`config.mk`:
```
export PLATFORM = sky130hd
export DESIGN_NAME = tdac_front
export DESIGN_NICKNAME = d
export VERILOG_FILES = /design/src/design/tdac_pkg.sv /design/src/design/tdac_front.sv
export SDC_FILE = /design/constraint.sdc
export NUM_CORES = 1
export LEC_CHECK = 0
export BUFFER_PORTS_ARGS = -buffer_cell sky130_fd_sc_hd__buf_4
export CAP_MARGIN = 20
export CORE_AREA = 2 2 258 260
export DETAILED_ROUTE_END_ITERATION = 8
export DIE_AREA = 0 0 260 262
export SYNTH_ARGS = -nofsm -noshare
export SYNTH_HDL_FRONTEND = slang
export SYNTH_SLANG_ARGS = --single-unit
```
`constraint.sdc`:
```
create_clock -name i_clk -period 37.6 [get_ports i_clk]
set_input_delay 7.52 -clock i_clk [delete_from_list [all_inputs] [get_ports i_clk]]
set_output_delay 7.52 -clock i_clk [all_outputs]
set_load 0.005 [all_outputs]
```
`src/design/tdac_pkg.sv`:
```
// types and codes shared by the trust domain access checker modules
`timescale 1ns / 1ps
package tdac_pkg;

    localparam logic [2:0] REQ_SET    = 3'd0;
    localparam logic [2:0] REQ_LOOKUP = 3'd1;
    localparam logic [2:0] REQ_CHECK  = 3'd2;
    localparam logic [2:0] REQ_READ   = 3'd3;
    localparam logic [2:0] REQ_CLEAR  = 3'd4;

    localparam logic [1:0] ST_OK      = 2'd0;
    localparam logic [1:0] ST_INVALID = 2'd1;
    localparam logic [1:0] ST_FULL    = 2'd2;
    localparam logic [1:0] ST_DENIED  = 2'd3;

    localparam logic [1:0] CFG_ALLOW   = 2'd0;
    localparam logic [1:0] CFG_DEFAULT = 2'd1;

    typedef enum logic [1:0] {
        S_IDLE,
        S_SCAN,
        S_EXEC
    } t_state;

    typedef struct packed {
        logic [2:0]  req_type;
        logic [63:0] id_a_hi;
        logic [63:0] id_a_lo;
        logic [63:0] id_b_hi;
        logic [63:0] id_b_lo;
        logic [3:0]  new_domain;
        logic [3:0]  log_index;
        logic [63:0] timestamp;
        logic        scan;
    } t_item;

    typedef struct packed {
        logic [15:0] allow_matrix;
        logic [1:0]  default_domain;
    } t_cfg;

endpackage

```
`src/design/tdac_front.sv`:
```
// front end: accepts items, classifies them and queues them for the engine
`timescale 1ns / 1ps
module tdac_front (
    input  logic            i_clk,
    input  logic            i_rst_n,
    input  logic            i_start,
    output logic            o_busy,
    input  logic [2:0]      i_req_type,
    input  logic [63:0]     i_id_a_hi,
    input  logic [63:0]     i_id_a_lo,
    input  logic [63:0]     i_id_b_hi,
    input  logic [63:0]     i_id_b_lo,
    input  logic [3:0]      i_new_domain,
    input  logic [3:0]      i_log_index,
    input  logic [63:0]     i_timestamp,
    input  logic            i_pop,
    output logic            o_head_valid,
    output tdac_pkg::t_item o_head
);

    tdac_pkg::t_item r_q [2];
    logic            r_wp, r_rp;
    logic [1:0]      r_cnt;
    logic            push;
    tdac_pkg::t_item item;

    assign o_busy       = (r_cnt == 2'd2);
    assign push         = i_start && !o_busy;
    assign o_head_valid = (r_cnt != 2'd0);
    assign o_head       = r_q[r_rp];

    always_comb begin
        item.req_type   = i_req_type;
        item.id_a_hi    = i_id_a_hi;
        item.id_a_lo    = i_id_a_lo;
        item.id_b_hi    = i_id_b_hi;
        item.id_b_lo    = i_id_b_lo;
        item.new_domain = i_new_domain;
        item.log_index  = i_log_index;
        item.timestamp  = i_timestamp;
        // table walk needed for set, lookup and check
        item.scan       = (i_req_type == tdac_pkg::REQ_SET) ||
                          (i_req_type == tdac_pkg::REQ_LOOKUP) ||
                          (i_req_type == tdac_pkg::REQ_CHECK);
    end

    always_ff @(posedge i_clk) begin
        if (push) begin
            r_q[r_wp] <= item;
        end
    end

    always_ff @(posedge i_clk) begin
        if (!i_rst_n) begin
            r_wp  <= 1'b0;
            r_rp  <= 1'b0;
            r_cnt <= 2'd0;
        end else begin
            if (push) begin
                r_wp <= ~r_wp;
            end
            if (i_pop) begin
                r_rp <= ~r_rp;
            end
            r_cnt <= r_cnt + 2'(push) - 2'(i_pop);
        end
    end

endmodule

```
==> metrics <==
status completed; initial antenna violation count 3; DRT met1 WL 21.1 mm; root buffer cell clkbuf_16; Mean Syn Cell Area 23.1 um^2; Top Metal Used met5; DRC viols 0; Worst EP required 30.08 ns; layout overhead on the synthesized area 33.1%; Core Box Area 65300 um^2; FILL cells 5426; number of synthesized register bits 669; final setup fails 0; Die X 260 um; Met2 Wirelength 32.1 mm; Final period util 30.0%; share of cells above drive strength 1 60.2%; synth warn 0; vias in the first global route 13260; Reg clk slew, reported paths 0.06 ns; routability congestion estimate 0.849; DP Area 30300 um^2; Reg area 20000 um^2; Routed met3 length 4.73 mm; die area 68100 um^2; Max Slew Vio Count 0; quantity of gates resized following cts 0; synthesized instance count 1059; Max FO, Critical Path 78; final wirelength 60.4 mm; via count 12586; mapped cell area 24400 um^2; Initial Util 37.4%; # IOs 669; chip height 262 um; Max-slew headroom 21.7%; post-layout util 49.8%; Pleak 12.1 nW; Setup TNS Final 0 ns; Power Dens Cells 60.6 nW/um^2; drt wl/cell 22.4 um; clock latency on the worst-skew pair 0.60 ns; cts bufs inserted 71; largest net degree at the start of global routing 162; nets 2109; Finished Cell Area 32500 um^2; H-tree levels 3; vias per cell 4.68; DRT Pass-1 Iters 4; Fin. Hold Viols 0; startpoint types flop; Crit Path Class reg -> out; I/O Buffers 668; maxcap violations 0; Max Fclk 0.0887 GHz; crit path DAT 3.75 ns; DPL Wire Length 42.2 mm; Crit. End Element primary output; area of the multi-input gates 4020 um^2; worst slew pin tran 1.17 ns; hold-fix buffer count after cts 0; first-pass GRT wire length 83.5 mm; RSZ-0062 raised after global routing no; Iter 0 DRT Violations 754; syn_nets 1396; worst vdd ir 0.0000369 V; # rows 94; gr usage total 16.8%; grt ovf 0; Min-Delay Path Class reg -> reg; Setup Fix Bufs, Post-CTS 0; CTS tree built; CTS Sinks 669; fin crit period 11.27 ns; number of library cell types mapped by synthesis 19; Clock Path Buffers 3; Clock Skews 0.0203 ns; sequential fraction of the synthesis area 82.0%; remaining antenna violation count 0
## metrics by stage
step | std cells | total power [mW] | setup slack (ns) | hold WS (ns)
floorplan | 1059 | 1.19 | 15.21 | 0.455
global placement | 2562 | 1.32 | 27.06 | 0.494
detailed placement | 2563 | 1.33 | 26.95 | 0.501
CTS | 2687 | 2.00 | 26.29 | 0.526
global route | 2689 | 2.05 | 26.14 | 0.538
finish | 2690 | 1.97 | 26.33 | 0.519
## Yosys cell counts
| master | n | area share, % |
|---|---|---|
| a21oi_1 | 1 | 0.020 |
| and2_1 | 1 | 0.026 |
| and3_1 | 1 | 0.026 |
| buf_2 | 6 | 0.12 |
| buf_6 | 31 | 1.4 |
| dfxtp_1 | 5 | 0.41 |
| edfxtp_1 | 664 | 82 |
| ha_1 | 2 | 0.10 |
| inv_1 | 3 | 0.046 |
| mux2_1 | 8 | 0.37 |
| mux2_2 | 284 | 13 |
| mux2_4 | 40 | 2.5 |
| mux2i_1 | 1 | 0.041 |
| nand2_1 | 2 | 0.031 |
| nand2b_1 | 2 | 0.051 |
| nor2_1 | 4 | 0.061 |
| or2_2 | 1 | 0.026 |
| xnor2_1 | 2 | 0.072 |
| xor2_1 | 1 | 0.036 |
## critical path: stages (launching register included)
cell	delay, ns
dfxtp_4	0.88
buf_4	0.74
buf_4	0.84
mux2_2	0.43
buf_4	0.14
## path summary, 6_finish.rpt
| check | start | to | slack [ns] | depth (start not counted) |
|---|---|---|---|---|
| setup reg to reg | r_cnt[0] | r_q[1][239] | 35.02 | 3 |
| setup / recovery | flop | o_head[182] | 26.33 | 4 |
| hold / removal | r_rp | flop | 0.52 | 2 |
| hold reg to reg | r_rp | flop | 0.52 | 2 |
## final cells by class
| cell class | count | share of cell area (%) |
|---|---|---|
| multi-input combinational | 350 | 12.4 |
| inverter | 3 | 0.0346 |
| clock inverter | 35 | 0.997 |
| antenna | 3 | 0.0231 |
| sequential | 669 | 61.6 |
| timing repair buffer | 677 | 15.8 |
| tap | 864 | 3.32 |
| clock buffer | 89 | 5.80 |
## report_power, final
group	internal (mW)	switching, mW
Combinational	0.171	0.159
Sequential	0.950	0.0299
Clock	0.385	0.276
Total	1.51	0.465
## routing by layer
metal  global-route usage, %  up-vias
met4                    8.62        2
met1                    17.7     6315
li1                        -     5657
met2                    29.8      479
met3                    5.61      133
met5                       0        -
## state kept, by name, summed over array words and instances (netlist names), named ones only
| name | count |
|---|---|
| r_q | 664 |
| r_cnt | 2 |
| r_wp | 1 |
| r_rp | 1 |
## logic make-up after synthesis
group	Yosys count	share of synthesized area (%)
simple gates	11	0.220
fa+ha+maj	2	0.102
buf+inv	40	1.60
mux	333	16.0
xor+xnor	3	0.108
flops	669	82.0
compound gates	1	0.0205
## layout by cell type (no fill, tap or decap), types with 2 or more instances in the layout
cell type,synthesis,routed
clkinv_1,0,16
inv_6,0,2
xnor2_1,2,2
dfxtp_1,5,4
buf_12,0,5
clkinvlp_4,0,2
nand2b_1,2,2
mux2_4,40,40
clkbuf_1,0,16
edfxtp_1,664,664
mux2_1,8,8
bufinv_16,0,4
ha_1,2,2
mux2_2,284,284
clkinv_8,0,2
clkinv_2,0,6
nor2_1,4,3
buf_4,0,672
nand2_1,2,2
inv_1,3,3
diode_2,0,3
clkbuf_16,0,73
inv_16,0,2
Note: power is estimated with default switching activity, not from simulation.
